### config.mk
export PLATFORM = sky130hd
export DESIGN_NAME = pascal_tokenizer
export DESIGN_NICKNAME = d
export VERILOG_FILES = /design/src/hw/rtl/ptok_pkg.sv /design/src/hw/rtl/pascal_tokenizer.sv /design/src/hw/rtl/ptok_match.sv
export SDC_FILE = /design/constraint.sdc
export NUM_CORES = 2
export LEC_CHECK = 0
export BUFFER_PORTS_ARGS = -buffer_cell sky130_fd_sc_hd__clkbuf_2
export CAP_MARGIN = 20
export CORE_AREA = 4 4 325 359
export DETAILED_ROUTE_END_ITERATION = 7
export DIE_AREA = 0 0 329 363
export SETUP_SLACK_MARGIN = 0.02
export SLEW_MARGIN = 20
export SYNTH_ARGS = -nofsm -noshare
export SYNTH_HDL_FRONTEND = slang
export SYNTH_HIERARCHICAL = 1
export SYNTH_SLANG_ARGS = --single-unit
export TNS_END_PERCENT = 20
### constraint.sdc
create_clock -name clk -period 12.07 [get_ports clk]
set_input_delay 0.6035 -clock clk [delete_from_list [all_inputs] [get_ports clk]]
set_output_delay 0.6035 -clock clk [all_outputs]
set_load 0.05 [all_outputs]
### src/hw/rtl/ptok_pkg.sv
// ----------------------------------------------------------------------------
// ptok_pkg
// shared types, codes and keyword tables for the pascal tokenizer
// ----------------------------------------------------------------------------
`default_nettype none

package ptok_pkg;

	typedef enum logic [3:0] {
		MODE_IDLE      = 4'd0,
		MODE_NAME      = 4'd1,
		MODE_NUMBER    = 4'd2,
		MODE_NUM_DOT   = 4'd3,
		MODE_STRING    = 4'd4,
		MODE_STR_QUOTE = 4'd5,
		MODE_ESCAPE    = 4'd6,
		MODE_BRACE     = 4'd7,
		MODE_LINE      = 4'd8,
		MODE_PEND      = 4'd9
	} mode_t;

	localparam logic [4:0] KIND_KEYWORD   = 5'd0;
	localparam logic [4:0] KIND_NAME      = 5'd1;
	localparam logic [4:0] KIND_NUMBER    = 5'd2;
	localparam logic [4:0] KIND_STRING    = 5'd3;
	localparam logic [4:0] KIND_CHAR      = 5'd4;
	localparam logic [4:0] KIND_ESCAPED   = 5'd5;
	localparam logic [4:0] KIND_MAC_START = 5'd6;
	localparam logic [4:0] KIND_MAC_KW    = 5'd7;
	localparam logic [4:0] KIND_MAC_END   = 5'd8;
	localparam logic [4:0] KIND_MINUS     = 5'd10;
	localparam logic [4:0] KIND_SLASH     = 5'd12;
	localparam logic [4:0] KIND_DOT       = 5'd23;
	localparam logic [4:0] KIND_END       = 5'd27;

	localparam int KW_COUNT  = 39;
	localparam int DIR_COUNT = 3;
	localparam int KW_CHARS  = 14;

	typedef logic [KW_CHARS*8-1:0] kw_str_t;

	// keywords, left aligned, zero padded
	function automatic kw_str_t kw_entry(input logic [5:0] idx);
		kw_str_t s;
		s = '0;
		case (idx)
			6'd0:  s = {"program",        56'd0};
			6'd1:  s = {"unit",           80'd0};
			6'd2:  s = {"uses",           80'd0};
			6'd3:  s = {"begin",          72'd0};
			6'd4:  s = {"end",            88'd0};
			6'd5:  s = {"procedure",      40'd0};
			6'd6:  s = {"function",       48'd0};
			6'd7:  s = {"var",            88'd0};
			6'd8:  s = {"if",             96'd0};
			6'd9:  s = {"then",           80'd0};
			6'd10: s = {"else",           80'd0};
			6'd11: s = {"while",          72'd0};
			6'd12: s = {"do",             96'd0};
			6'd13: s = {"for",            88'd0};
			6'd14: s = {"to",             96'd0};
			6'd15: s = {"break",          72'd0};
			6'd16: s = {"repeat",         64'd0};
			6'd17: s = {"until",          72'd0};
			6'd18: s = {"type",           80'd0};
			6'd19: s = {"array",          72'd0};
			6'd20: s = {"of",             96'd0};
			6'd21: s = {"const",          72'd0};
			6'd22: s = {"true",           80'd0};
			6'd23: s = {"false",          72'd0};
			6'd24: s = {"and",            88'd0};
			6'd25: s = {"or",             96'd0};
			6'd26: s = {"not",            88'd0};
			6'd27: s = {"record",         64'd0};
			6'd28: s = {"external",       48'd0};
			6'd29: s = {"name",           80'd0};
			6'd30: s = {"mod",            88'd0};
			6'd31: s = {"inline",         64'd0};
			6'd32: s = "implementation";
			6'd33: s = {"interface",      40'd0};
			6'd34: s = {"finalization",   16'd0};
			6'd35: s = "initialization";
			6'd36: s = {"div",            88'd0};
			6'd37: s = {"downto",         64'd0};
			6'd38: s = {"file",           80'd0};
			default: s = '0;
		endcase
		return s;
	endfunction

	function automatic kw_str_t dir_entry(input logic [1:0] idx);
		kw_str_t s;
		s = '0;
		case (idx)
			2'd0: s = {"ifdef", 72'd0};
			2'd1: s = {"else",  80'd0};
			2'd2: s = {"endif", 72'd0};
			default: s = '0;
		endcase
		return s;
	endfunction

	function automatic logic is_alpha(input logic [7:0] b);
		return (b >= "A" && b <= "Z") || (b >= "a" && b <= "z") || b == "_";
	endfunction

	function automatic logic is_digit(input logic [7:0] b);
		return b >= "0" && b <= "9";
	endfunction

	function automatic logic [4:0] punct_kind(input logic [7:0] b);
		logic [4:0] k;
		case (b)
			"+": k = 5'd9;
			"-": k = 5'd10;
			"*": k = 5'd11;
			"/": k = 5'd12;
			"(": k = 5'd13;
			")": k = 5'd14;
			"[": k = 5'd15;
			"]": k = 5'd16;
			"=": k = 5'd17;
			"<": k = 5'd18;
			">": k = 5'd19;
			",": k = 5'd20;
			";": k = 5'd21;
			":": k = 5'd22;
			".": k = 5'd23;
			"^": k = 5'd24;
			"!": k = 5'd25;
			"@": k = 5'd26;
			default: k = 5'd0;
		endcase
		return k;
	endfunction

endpackage

`default_nettype wire

### src/hw/rtl/pascal_tokenizer.sv
// ----------------------------------------------------------------------------
// pascal_tokenizer
// streaming pascal tokenizer, while not stalled one source byte per cycle
// ----------------------------------------------------------------------------
// usage:
//   the input channel (in_valid/in_stall) carries one source byte with its
//   final_byte flag per transaction. each byte may close up to three tokens;
//   they leave on the output channel (out_valid/out_stall) one per
//   transaction, run_last marking the last token caused by a byte.
//   throughput: one byte per cycle while each byte causes at most one token
//   and out_stall is low; a byte that causes more tokens holds the input
//   while the single output port drains its earlier ones from the result slots.
//   latency: the first token of a byte is valid the cycle after the byte is
//   taken (one register stage between scanner and port).
//   a byte that causes no token leaves nothing on the output.
//   reset clears the scan state but for the name buffer, counters return to offset 0, row 1, col 1.
//   while out_stall is high the current token holds; the input is stalled
//   while tokens other than the current one are left to deliver, or while
//   the last token of a byte is itself stalled.
//   the final byte flushes the open token, adds an end token and returns
//   the scanner to its reset state for the next text.
// ----------------------------------------------------------------------------
`default_nettype none

module pascal_tokenizer import ptok_pkg::*; #(
	parameter int NAME_CHARS  = 16,
	parameter int OFFSET_BITS = 24,
	parameter int LINE_BITS   = 16
) (
	input  wire logic       clk,
	input  wire logic       arst_n,
	input  wire logic       in_valid,
	output logic            in_stall,
	input  wire logic [7:0] byte_value,
	input  wire logic       final_byte,
	output logic            out_valid,
	input  wire logic       out_stall,
	output logic [4:0]      token_kind,
	output logic [5:0]      keyword_index,
	output logic [23:0]     start_offset,
	output logic [23:0]     token_length,
	output logic [15:0]     line_number,
	output logic [15:0]     column_number,
	output logic            run_last
);

	localparam int LEN_BITS = $clog2(NAME_CHARS + 2);
	localparam int OB = OFFSET_BITS;
	localparam int LB = LINE_BITS;
	localparam logic [OB-1:0] POS_TOP = '1;
	localparam logic [LB-1:0] ROW_TOP = '1;

	typedef struct packed {
		logic [4:0]    kind;
		logic [5:0]    idx;
		logic [OB-1:0] start;
		logic [OB-1:0] len;
		logic [LB-1:0] row;
		logic [LB-1:0] col;
	} tok_t;

	// scan state
	mode_t                 mode_q;
	logic                  dir_q;
	logic [7:0]            held_q;
	logic [NAME_CHARS*8-1:0] name_q;
	logic [LEN_BITS-1:0]   nlen_q;
	logic [OB-1:0]         begin_q, pos_q, mark_pos_q;
	logic [LB-1:0]         row_q, col_q, trow_q, tcol_q, mrow_q, mcol_q;

	// result slots
	tok_t       slot_s1 [3];
	logic [1:0] cnt_s1;
	logic [1:0] rd_s1;

	logic accept;
	logic last_out;
	assign last_out = (rd_s1 + 2'd1 == cnt_s1);
	assign in_stall = out_valid && !(last_out && !out_stall);
	assign accept   = in_valid && !in_stall;

	// keyword lookup on current buffer
	logic [4:0] m_kind;
	logic [5:0] m_idx;

	ptok_match #(.NAME_CHARS(NAME_CHARS), .LEN_BITS(LEN_BITS)) u_match (
		.name(name_q), .name_len(nlen_q), .directive(dir_q),
		.kind(m_kind), .index(m_idx)
	);

	function automatic logic [OB-1:0] diff(input logic [OB-1:0] a, input logic [OB-1:0] b);
		return (a > b) ? a - b : '0;
	endfunction

	// combinational scan of one byte
	tok_t       res [3];
	logic [1:0] n;
	mode_t      mode_d;
	logic       dir_d;
	logic [7:0] held_d;
	logic [NAME_CHARS*8-1:0] name_d;
	logic [LEN_BITS-1:0] nlen_d;
	logic [OB-1:0] begin_d, mark_pos_d, pos_n;
	logic [LB-1:0] trow_d, tcol_d, mrow_d, mcol_d, row_n, col_n;
	logic [OB-1:0] pos_inc;
	logic consumed;
	logic [7:0] b, lc;
	logic [4:0] pk;
	logic [LEN_BITS-1:0] alen;

	always_comb begin
		b = byte_value;
		lc = (b >= "A" && b <= "Z") ? b + 8'd32 : b;
		pk = punct_kind(b);
		pos_inc = (pos_q < POS_TOP) ? pos_q + 1'b1 : POS_TOP;
		for (int i = 0; i < 3; i++) res[i] = '0;
		n = '0;
		mode_d = mode_q; dir_d = dir_q; held_d = held_q; name_d = name_q;
		nlen_d = nlen_q; begin_d = begin_q; mark_pos_d = mark_pos_q;
		trow_d = trow_q; tcol_d = tcol_q; mrow_d = mrow_q; mcol_d = mcol_q;
		consumed = 1'b0;

		// continue the open token
		case (mode_q)
			MODE_NAME: begin
				if (is_alpha(b) || is_digit(b)) begin
					consumed = 1'b1;
				end else begin
					res[n] = '{m_kind, m_idx, begin_q, diff(pos_q, begin_q), trow_q, tcol_q};
					n = n + 2'd1;
				end
			end
			MODE_NUMBER: begin
				if (is_digit(b)) begin
					consumed = 1'b1;
				end else if (b == ".") begin
					consumed = 1'b1; mark_pos_d = pos_q; mrow_d = row_q; mcol_d = col_q;
					mode_d = MODE_NUM_DOT;
				end else begin
					res[n] = '{KIND_NUMBER, 6'd0, begin_q, diff(pos_q, begin_q), trow_q, tcol_q};
					n = n + 2'd1;
				end
			end
			MODE_NUM_DOT: begin
				if (is_digit(b)) begin
					consumed = 1'b1; mode_d = MODE_NUMBER;
				end else if (final_byte) begin
					res[n] = '{KIND_NUMBER, 6'd0, begin_q,
						diff((mark_pos_q < POS_TOP) ? mark_pos_q + 1'b1 : POS_TOP, begin_q),
						trow_q, tcol_q};
					n = n + 2'd1;
				end else begin
					res[n] = '{KIND_NUMBER, 6'd0, begin_q, diff(mark_pos_q, begin_q),
						trow_q, tcol_q};
					res[n+2'd1] = '{KIND_DOT, 6'd0, mark_pos_q, OB'(1), mrow_q, mcol_q};
					n = n + 2'd2;
				end
			end
			MODE_STRING: begin
				consumed = 1'b1;
				if (b == "'") begin
					mark_pos_d = pos_q; mode_d = MODE_STR_QUOTE;
				end
			end
			MODE_STR_QUOTE: begin
				if (b == "'") begin
					consumed = 1'b1; mode_d = MODE_STRING;
				end else begin
					res[n] = '{(diff(mark_pos_q, begin_q) == OB'(1)) ? KIND_CHAR : KIND_STRING,
						6'd0, begin_q, diff(mark_pos_q, begin_q), trow_q, tcol_q};
					n = n + 2'd1;
				end
			end
			MODE_ESCAPE: begin
				if (b == "#" || is_digit(b)) begin
					consumed = 1'b1;
				end else begin
					res[n] = '{(diff(pos_q, begin_q) == OB'(1)) ? KIND_CHAR : KIND_ESCAPED,
						6'd0, begin_q, diff(pos_q, begin_q), trow_q, tcol_q};
					n = n + 2'd1;
				end
			end
			MODE_BRACE: begin
				consumed = 1'b1;
				if (b == "}") mode_d = MODE_IDLE;
			end
			MODE_LINE: begin
				consumed = 1'b1;
				if (b == 8'h0a) mode_d = MODE_IDLE;
			end
			MODE_PEND: begin
				if (held_q == "-") begin
					if (is_digit(b)) begin
						consumed = 1'b1; mode_d = MODE_NUMBER;
					end else begin
						res[n] = '{KIND_MINUS, 6'd0, begin_q, OB'(1), trow_q, tcol_q};
						n = n + 2'd1;
					end
				end else if (held_q == "/") begin
					if (b == "/") begin
						consumed = 1'b1; mode_d = MODE_LINE;
					end else begin
						res[n] = '{KIND_SLASH, 6'd0, begin_q, OB'(1), trow_q, tcol_q};
						n = n + 2'd1;
					end
				end else begin
					consumed = 1'b1;
					if (b == "$") begin
						res[n] = '{KIND_MAC_START, 6'd0, begin_q, OB'(2), trow_q, tcol_q};
						n = n + 2'd1;
						dir_d = 1'b1; mode_d = MODE_IDLE;
					end else begin
						mode_d = (b == "}") ? MODE_IDLE : MODE_BRACE;
					end
				end
			end
			default: ;
		endcase

		if (consumed) begin
			// name continuation writes the buffer
			if (mode_q == MODE_NAME) begin
				for (int j = 0; j < NAME_CHARS; j++)
					if (LEN_BITS'(j) == nlen_q) name_d[j*8 +: 8] = lc;
				if (nlen_q <= LEN_BITS'(NAME_CHARS)) nlen_d = nlen_q + 1'b1;
			end
		end else begin
			// start a fresh token
			begin_d = pos_q; trow_d = row_q; tcol_d = col_q;
			mode_d = MODE_IDLE;
			if (is_alpha(b)) begin
				name_d[7:0] = lc; nlen_d = LEN_BITS'(1); mode_d = MODE_NAME;
			end else if (is_digit(b)) begin
				mode_d = MODE_NUMBER;
			end else if (b == "-" || b == "/" || b == "{") begin
				held_d = b; mode_d = MODE_PEND;
			end else if (b == "'") begin
				begin_d = pos_inc; mode_d = MODE_STRING;
			end else if (b == "#") begin
				mode_d = MODE_ESCAPE;
			end else if (b == "}") begin
				res[n] = '{KIND_MAC_END, 6'd0, pos_q, OB'(1), row_q, col_q};
				n = n + 2'd1;
				dir_d = 1'b0;
			end else if (pk != 5'd0) begin
				res[n] = '{pk, 6'd0, pos_q, OB'(1), row_q, col_q};
				n = n + 2'd1;
			end
		end
		alen = nlen_d;

		pos_n = pos_inc;
		if (b == 8'h0a) begin
			row_n = (row_q < ROW_TOP) ? row_q + 1'b1 : ROW_TOP;
			col_n = LB'(1);
		end else begin
			row_n = row_q;
			col_n = (col_q < ROW_TOP) ? col_q + 1'b1 : ROW_TOP;
		end
	end

	// flush and end token on the final byte; only a name still in progress
	// needs a second lookup, done here against the updated buffer
	logic [4:0] f_kind;
	logic [5:0] f_idx;

	ptok_match #(.NAME_CHARS(NAME_CHARS), .LEN_BITS(LEN_BITS)) u_match_fin (
		.name(name_d), .name_len(alen), .directive(dir_d),
		.kind(f_kind), .index(f_idx)
	);

	tok_t       fres [3];
	logic [1:0] fn;

	always_comb begin
		for (int i = 0; i < 3; i++) fres[i] = res[i];
		fn = n;
		if (final_byte) begin
			case (mode_d)
				MODE_NAME: begin
					fres[fn] = '{f_kind, f_idx, begin_d, diff(pos_n, begin_d), trow_d, tcol_d};
					fn = fn + 2'd1;
				end
				MODE_NUMBER: begin
					fres[fn] = '{KIND_NUMBER, 6'd0, begin_d, diff(pos_n, begin_d),
						trow_d, tcol_d};
					fn = fn + 2'd1;
				end
				MODE_NUM_DOT: begin
					fres[fn] = '{KIND_NUMBER, 6'd0, begin_d, diff(mark_pos_d, begin_d),
						trow_d, tcol_d};
					fres[fn+2'd1] = '{KIND_DOT, 6'd0, mark_pos_d, OB'(1), mrow_d, mcol_d};
					fn = fn + 2'd2;
				end
				MODE_STRING: begin
					fres[fn] = '{(diff(pos_n, begin_d) == OB'(1)) ? KIND_CHAR : KIND_STRING,
						6'd0, begin_d, diff(pos_n, begin_d), trow_d, tcol_d};
					fn = fn + 2'd1;
				end
				MODE_STR_QUOTE: begin
					fres[fn] = '{(diff(mark_pos_d, begin_d) == OB'(1)) ? KIND_CHAR
						: KIND_STRING, 6'd0, begin_d, diff(mark_pos_d, begin_d),
						trow_d, tcol_d};
					fn = fn + 2'd1;
				end
				MODE_ESCAPE: begin
					fres[fn] = '{(diff(pos_n, begin_d) == OB'(1)) ? KIND_CHAR : KIND_ESCAPED,
						6'd0, begin_d, diff(pos_n, begin_d), trow_d, tcol_d};
					fn = fn + 2'd1;
				end
				MODE_PEND: begin
					if (held_d == "-") begin
						fres[fn] = '{KIND_MINUS, 6'd0, begin_d, OB'(1), trow_d, tcol_d};
						fn = fn + 2'd1;
					end else if (held_d == "/") begin
						fres[fn] = '{KIND_SLASH, 6'd0, begin_d, OB'(1), trow_d, tcol_d};
						fn = fn + 2'd1;
					end
				end
				default: ;
			endcase
			fres[fn] = '{KIND_END, 6'd0, pos_n, '0, row_n, col_n};
			fn = fn + 2'd1;
		end
	end

	// scan state registers
	always_ff @(posedge clk or negedge arst_n) begin
		if (!arst_n) begin
			mode_q <= MODE_IDLE; dir_q <= 1'b0; held_q <= '0; nlen_q <= '0;
			begin_q <= '0; pos_q <= '0; mark_pos_q <= '0;
			row_q <= LB'(1); col_q <= LB'(1); trow_q <= LB'(1); tcol_q <= LB'(1);
			mrow_q <= '0; mcol_q <= '0;
		end else if (accept) begin
			if (final_byte) begin
				mode_q <= MODE_IDLE; dir_q <= 1'b0; held_q <= '0; nlen_q <= '0;
				begin_q <= '0; pos_q <= '0; mark_pos_q <= '0;
				row_q <= LB'(1); col_q <= LB'(1); trow_q <= LB'(1); tcol_q <= LB'(1);
				mrow_q <= '0; mcol_q <= '0;
			end else begin
				mode_q <= mode_d; dir_q <= dir_d; held_q <= held_d; nlen_q <= nlen_d;
				begin_q <= begin_d; pos_q <= pos_n; mark_pos_q <= mark_pos_d;
				row_q <= row_n; col_q <= col_n; trow_q <= trow_d; tcol_q <= tcol_d;
				mrow_q <= mrow_d; mcol_q <= mcol_d;
			end
		end
	end

	// name buffer, no reset
	always_ff @(posedge clk) begin
		if (accept) name_q <= name_d;
	end

	// result register
	always_ff @(posedge clk or negedge arst_n) begin
		if (!arst_n) begin
			cnt_s1 <= '0; rd_s1 <= '0;
		end else if (accept) begin
			cnt_s1 <= fn; rd_s1 <= '0;
		end else if (out_valid && !out_stall) begin
			if (last_out) begin
				cnt_s1 <= '0; rd_s1 <= '0;
			end else begin
				rd_s1 <= rd_s1 + 2'd1;
			end
		end
	end

	always_ff @(posedge clk) begin
		if (accept) for (int i = 0; i < 3; i++) slot_s1[i] <= fres[i];
	end

	tok_t cur;
	assign cur           = slot_s1[rd_s1];
	assign out_valid     = (cnt_s1 != 2'd0);
	assign token_kind    = cur.kind;
	assign keyword_index = cur.idx;
	assign start_offset  = 24'(cur.start);
	assign token_length  = 24'(cur.len);
	assign line_number   = 16'(cur.row);
	assign column_number = 16'(cur.col);
	assign run_last      = last_out;

endmodule

`default_nettype wire

### src/hw/rtl/ptok_match.sv
// ----------------------------------------------------------------------------
// ptok_match
// keyword and directive lookup over the lower-cased name buffer
// ----------------------------------------------------------------------------
`default_nettype none

module ptok_match import ptok_pkg::*; #(
	parameter int NAME_CHARS = 16,
	parameter int LEN_BITS   = 7
) (
	input  wire logic [NAME_CHARS*8-1:0] name,
	input  wire logic [LEN_BITS-1:0]     name_len,
	input  wire logic                    directive,
	output logic [4:0]                   kind,
	output logic [5:0]                   index
);

	localparam int CMP_CHARS = (NAME_CHARS < KW_CHARS) ? NAME_CHARS : KW_CHARS;

	// compare one table string against the buffer, bytes past len must be zero
	function automatic logic str_hit(input kw_str_t s, input logic [NAME_CHARS*8-1:0] nm,
	                                 input logic [LEN_BITS-1:0] len);
		logic hit;
		logic [7:0] c;
		hit = (len <= LEN_BITS'(KW_CHARS)) && (len != '0);
		for (int j = 0; j < KW_CHARS; j++) begin
			c = s[(KW_CHARS-1-j)*8 +: 8];
			if (LEN_BITS'(j) < len) begin
				if (j >= CMP_CHARS || c != nm[j*8 +: 8]) hit = 1'b0;
			end else if (c != 8'd0) begin
				hit = 1'b0;
			end
		end
		return hit;
	endfunction

	logic       kw_hit, dir_hit;
	logic [5:0] kw_idx;
	logic [1:0] dir_idx;

	always_comb begin
		kw_hit = 1'b0;
		kw_idx = '0;
		for (int i = KW_COUNT - 1; i >= 0; i--) begin
			if (str_hit(kw_entry(6'(i)), name, name_len)) begin
				kw_hit = 1'b1;
				kw_idx = 6'(i);
			end
		end
		dir_hit = 1'b0;
		dir_idx = '0;
		for (int i = DIR_COUNT - 1; i >= 0; i--) begin
			if (str_hit(dir_entry(2'(i)), name, name_len)) begin
				dir_hit = 1'b1;
				dir_idx = 2'(i);
			end
		end
	end

	always_comb begin
		if (directive && dir_hit) begin
			kind  = KIND_MAC_KW;
			index = {4'd0, dir_idx};
		end else if (kw_hit) begin
			kind  = KIND_KEYWORD;
			index = kw_idx;
		end else begin
			kind  = KIND_NAME;
			index = '0;
		end
	end

endmodule

`default_nettype wire
# After elaboration in Yosys (flattened, before gate mapping)

Memories as Yosys holds them, arrays and structs flattened.
Cells that the tools add are included.

Memory bits (writable): 273
Input bits: 13
Logic and storage cells: 2934
Output and inout bits: 94
Register bits: 302
Memories: 1

Memory list:

| name    | depth | width | rd ports | clocked after Yosys merged registers in | wr ports | line                   | text |
|---|---|---|---|---|---|---|---|
| slot_s1 | 3     | 91    | 1        | 0                                       | 3        | pascal_tokenizer.sv:72 | `tok_t slot_s1 [3];` |

Eq/ne operators: 261
Reductions and logical operators: 58
Magnitude comparators: 54
Add/subtract/negate cells: 16
Mux-type cells: 2524
Bitwise operators: 4

Operators by type and width:

| cell                                                                    | number |
|---|---|
| 273-bit bitwise mux                                                     | 12 |
| 273-bit two-way mux                                                     | 12 |
| 1-bit two-way mux                                                       | 2271 |
| 273-bit one-hot mux with 7 select lines                                 | 1 |
| 7-bit by 8-bit != test with 1-bit output (first input constant)         | 198 |
| 91-bit two-way mux                                                      | 9 |
| 91-bit demux with 2-bit select                                          | 4 |
| 91-bit one-hot mux with 6 select lines                                  | 1 |
| 6-bit two-way mux                                                       | 82 |
| 24-bit two-way mux                                                      | 18 |
| 16-bit two-way mux                                                      | 18 |
| 89-bit two-way mux                                                      | 3 |
| 8-bit nonzero test                                                      | 24 |
| 90-bit two-way mux                                                      | 2 |
| 179-bit two-way mux                                                     | 1 |
| 8-bit two-way mux                                                       | 22 |
| 88-bit two-way mux                                                      | 2 |
| 8-bit by 6-bit equality test with 1-bit output (second input constant)  | 21 |
| 24-bit > comparator                                                     | 5 |
| 24-bit subtractor                                                       | 5 |
| 112-bit two-way mux                                                     | 1 |
| 104-bit two-way mux                                                     | 1 |
| 24-bit by 1-bit equality test with 1-bit output (second input constant) | 4 |
| 5-bit one-hot mux with 18 select lines                                  | 1 |
| 51 further kinds                                                        | 199 |

# Depth between registers and ports, before layout

Depth after elaboration: 89
Depth in mapped cells: 30
Mapped depth without buffers: 24

# Cells and area by module

Netlist, hierarchy kept.

By module, submodules not included:

| module                    | area each (sq um) | times used | cells each | sequential area each (sq um) |
|---|---|---|---|---|
| pascal_tokenizer          | 44934.3           | 1          | 5398       | 16801.1 |
| ptok_match at u_match     | 2829.0            | 1          | 433        | 0.0 |
| ptok_match at u_match_fin | 2812.7            | 1          | 426        | 0.0 |

# Worst setup path before layout

No wires, ideal clock.

Path type: flip-flop to flip-flop
Start: register rd_s1[1]
End: register name_q[0] (enable)
Data arrival time: 13.433 ns
Library setup time: 0.922 ns
Path buffers: 1
Data required time: 11.148 ns
Period minus slack after synthesis: 14.355 ns
Cell stages (with the launch flop): 8
Path slack: -2.285 ns
Cell sequence: dfrtp_1 xnor2_1 nand2_1 o21ai_0 nor2b_1 o21ai_1 clkinv_1 clkbuf_1

Longest elaborated chain between the ends: 7

Ends and longest elaborated chain:

| item                                   | line                    | text |
|---|---|---|
| from (decl)                            | pascal_tokenizer.sv:74  | `logic [1:0] rd_s1;` |
| from (signal assigned)                 | pascal_tokenizer.sv:364 | `rd_s1 <= rd_s1 + 2'd1;` |
| 2-bit by 1-bit adder with 2-bit output | pascal_tokenizer.sv:78  | `assign last_out = (rd_s1 + 2'd1 == cnt_s1);` |
| 2-bit equality test                    | pascal_tokenizer.sv:78  |  |
| via run_last                           | pascal_tokenizer.sv:44  | `output logic run_last` |
| 1-bit logical AND                      | pascal_tokenizer.sv:79  | `assign in_stall = out_valid && !(last_out && !out_stall);` |
| 1-bit zero test                        | pascal_tokenizer.sv:79  |  |
| 1-bit logical AND                      | pascal_tokenizer.sv:79  |  |
| 1-bit zero test                        | pascal_tokenizer.sv:80  | `assign accept = in_valid && !in_stall;` |
| 1-bit logical AND                      | pascal_tokenizer.sv:80  |  |
| via accept                             | pascal_tokenizer.sv:76  | `logic accept;` |
| to (signal assigned)                   | pascal_tokenizer.sv:351 | `if (accept) name_q <= name_d;` |
| to (decl)                              | pascal_tokenizer.sv:66  | `logic [NAME_CHARS*8-1:0] name_q;` |

The timed path passes the listed nets, and every way through them passes these cells.
A chain may end at the register's enable or synchronous reset.

==> impl_metrics.ini <==
[clocking]
clkSlewWorstSetupHoldPaths_ps = 70
number_of_buffers_inserted_during_clock_tree_synthesis = 71
htree_num_levels = 3
worst_skew_pair.late_latency_ps = 700
root_buffer = clkbuf_16
clock_sinks = 575
post_cts.repair.setup_buffers = 0
cts-resized-gates = 0
cts-root-to-sink-buffers = 3
tritoncts = built

[hold_path]
hold_path_end = rd_s1[0]$_DFFE_PN0P_
hold-path-cell-count = 2
timing.hold.worst.start = out_stall
hp-class = in -> reg

[sta]
finalSetupTns_ps = 0
report.final.slew_viol_count = 0
finalHoldViolations = 0
tightestPinTransition_ps = 1231
fmax_mhz = 118.4
slew_headroom_pct = 17.05
rsz0062_at_grt = no
final_min_period_over_clock_period_pct = 69.99
clock_skew_ps = 44.58
finalSetupViolations = 0
period_minus_slack_ps = 8448
hold_ws_ps = 147.2

[grt]
number_of_global_route_vias_before_repair = 49460
grt_antenna_before_repair = 16
grt_pass1_wl_um = 351100
grt_max_degree = 152
globalRoute.totalOverflow = 0
grt_resource_usage_total_pct = 39.51

[detailed_routing]
post_drt_via_cell_ratio = 7.062
remaining_drc_errors = 0
drt-total-wl_um = 245700
wire_per_inst_um = 32.22
firstDrtPassIters = 8
routed-via-count = 53860
first_iter_violations = 7748
ant_nets = 0

[die]
chip_width_um = 329
die_y_um = 363
die_area_sq_um = 119400
placementRows = 129
initial_core_util_pct = 44.38
num_io_pins = 107
core_sq_um = 112500

[worst_setup_path]
timing.critical_path.from = pos_q[1]$_DFFE_PN0P_
crit-reg2reg-launch = pos_q[1]$_DFFE_PN0P_
setup.reg_to_reg.worst_slack_ps = 3620
setup.worst_path.end_class = flop
wp_data_required_ps = 12500
regToRegEndpoint = slot_s1[1][87]$_DFFE_PP_
timing.critical_path.from_type = flop
timing.reg2reg.worst_path_depth = 23
critPathMaxFanout = 12
critical_path_class = reg -> reg
worst_ep_arrival_time_ps = 8880

[power_and_ir_drop]
static-leakage-power_nw = 19.61
vdd_ir_drop_max_mv = 0.4478
power_density_nw_per_um2 = 213.7

[synthesis]
syn-mean-instance-area_sq_um = 8.038
yosys_warning_total = 6
synthCells = 6211
synthesis.area_sq_um = 49920

[placement]
place.gp.congestion = 1.064
dp_hpwl_um = 175500
port_buffers = 106

[status]
outcome = finished clean

[layout]
final_net_count = 6213
layout-drive-gt1-share_pct = 8.889
area_of_the_multi_input_gates_sq_um = 31390
fillCellCount = 11070
layout.area.seq_sq_um = 16330
layout-area-overhead-vs-synth_pct = 8.446

[run]
drv.max_cap_violation_count = 0
## how the worst max path moves through the flow
stage / end / slack (ps)
CTS: slot_s1[1][87]$_DFFE_PP_ / 3820
global placement: slot_s1[0][86]$_DFFE_PP_ / 3690
floorplan: name_q[0]$_DFFE_PP_ / 4080
global route: slot_s1[1][87]$_DFFE_PP_ / 3240
detailed placement: slot_s1[1][15]$_DFFE_PP_ / 3640
finish: slot_s1[1][87]$_DFFE_PP_ / 3620
## registers in the layout, summed over array words and instances, names as in the netlist
| name | count |
|---|---|
| slot_s1 | 273 |
| name_q | 112 |
| begin_q | 24 |
| mark_pos_q | 24 |
| pos_q | 24 |
| col_q | 16 |
| mcol_q | 16 |
| mrow_q | 16 |
| row_q | 16 |
| tcol_q | 16 |
| trow_q | 16 |
| held_q | 8 |
| nlen_q | 5 |
| mode_q | 4 |
| cnt_s1 | 2 |
| rd_s1 | 2 |
| dir_q | 1 |
## report_power, final
| group | total (mW) | leakage (nW) | switching, mW | internal (mW) |
|---|---|---|---|---|
| logic | 6.31 | 12.3 | 4.64 | 1.67 |
| registers | 3.02 | 6.13 | 0.358 | 2.67 |
| clock network | 2.24 | 1.14 | 0.962 | 1.28 |
| total | 11.6 | 19.6 | 5.96 | 5.61 |
## repair_timing
action	in CTS	in global routing
setup endpoints to repair	0	0
hold buffers	1	0
hold endpoints to repair	63	0
## critical path, stage by stage (launching register included)
cell and delay, ps:
dfrtp_1 720, ha_1 350, nand2_1 130, nor4_1 910, and2_0 390, nand2_1 400, nand2_1 320, o21ai_0 110
o21ai_1 490, ha_1 270, inv_1 60, fa_1 530, a211oi_1 380, o21ai_1 200, a21oi_1 300, o21bai_1 140
o22ai_1 200, xnor2_1 120, or4_1 510, o31a_1 280, or3_4 480, a31oi_1 250, a221oi_1 100, or4_1 500
## final cells by class
class                           count  share of cell area [%]
Antenna cell                       11                 0.05084
Clock buffer                       88                   3.494
Clock inverter                     40                  0.8551
Inverter                          129                  0.9129
Multi-Input combinational cell   5031                   57.98
Sequential cell                   575                   30.16
Tap cell                         1506                   3.480
Timing Repair Buffer              246                   3.067
## layout by cell type (no fill, tap or decap), drive strengths merged, types with 86 or more instances in the layout
master,instances
a21oi,513
a22o,140
a22oi,141
and3,86
buf,140
clkbuf,193
dfrtp,186
edfxtp,385
ha,141
inv,129
mux2i,121
nand2,791
nand3,189
nand4,118
nor2,451
nor3,157
nor4,116
o21ai,636
o22ai,86
## metal layers
metal  track usage, %  wire (um)  up-vias
met5                0         72        -
met4            28.00      20540       12
met3            10.23      27240      932
met1            48.55      90790    25780
li1                 -          -    23430
met2            60.39     107100     3706
## stage by stage
stage / util [%] / setup WS (ps) / cells / instance area [sq um] / power, mW
after floorplan: - / 4080 / 6213 / 49930 / 7.074
after global placement: 45.97 / 3692 / 7485 / 51720 / 9.126
after detailed placement: 46.00 / 3641 / 7486 / 51740 / 9.150
after CTS: 48.10 / 3817 / 7615 / 54110 / 11.39
after global routing: 48.12 / 3242 / 7622 / 54130 / 11.98
final: 48.13 / 3622 / 7626 / 54140 / 11.57
Power figures use the tool's default switching activity.
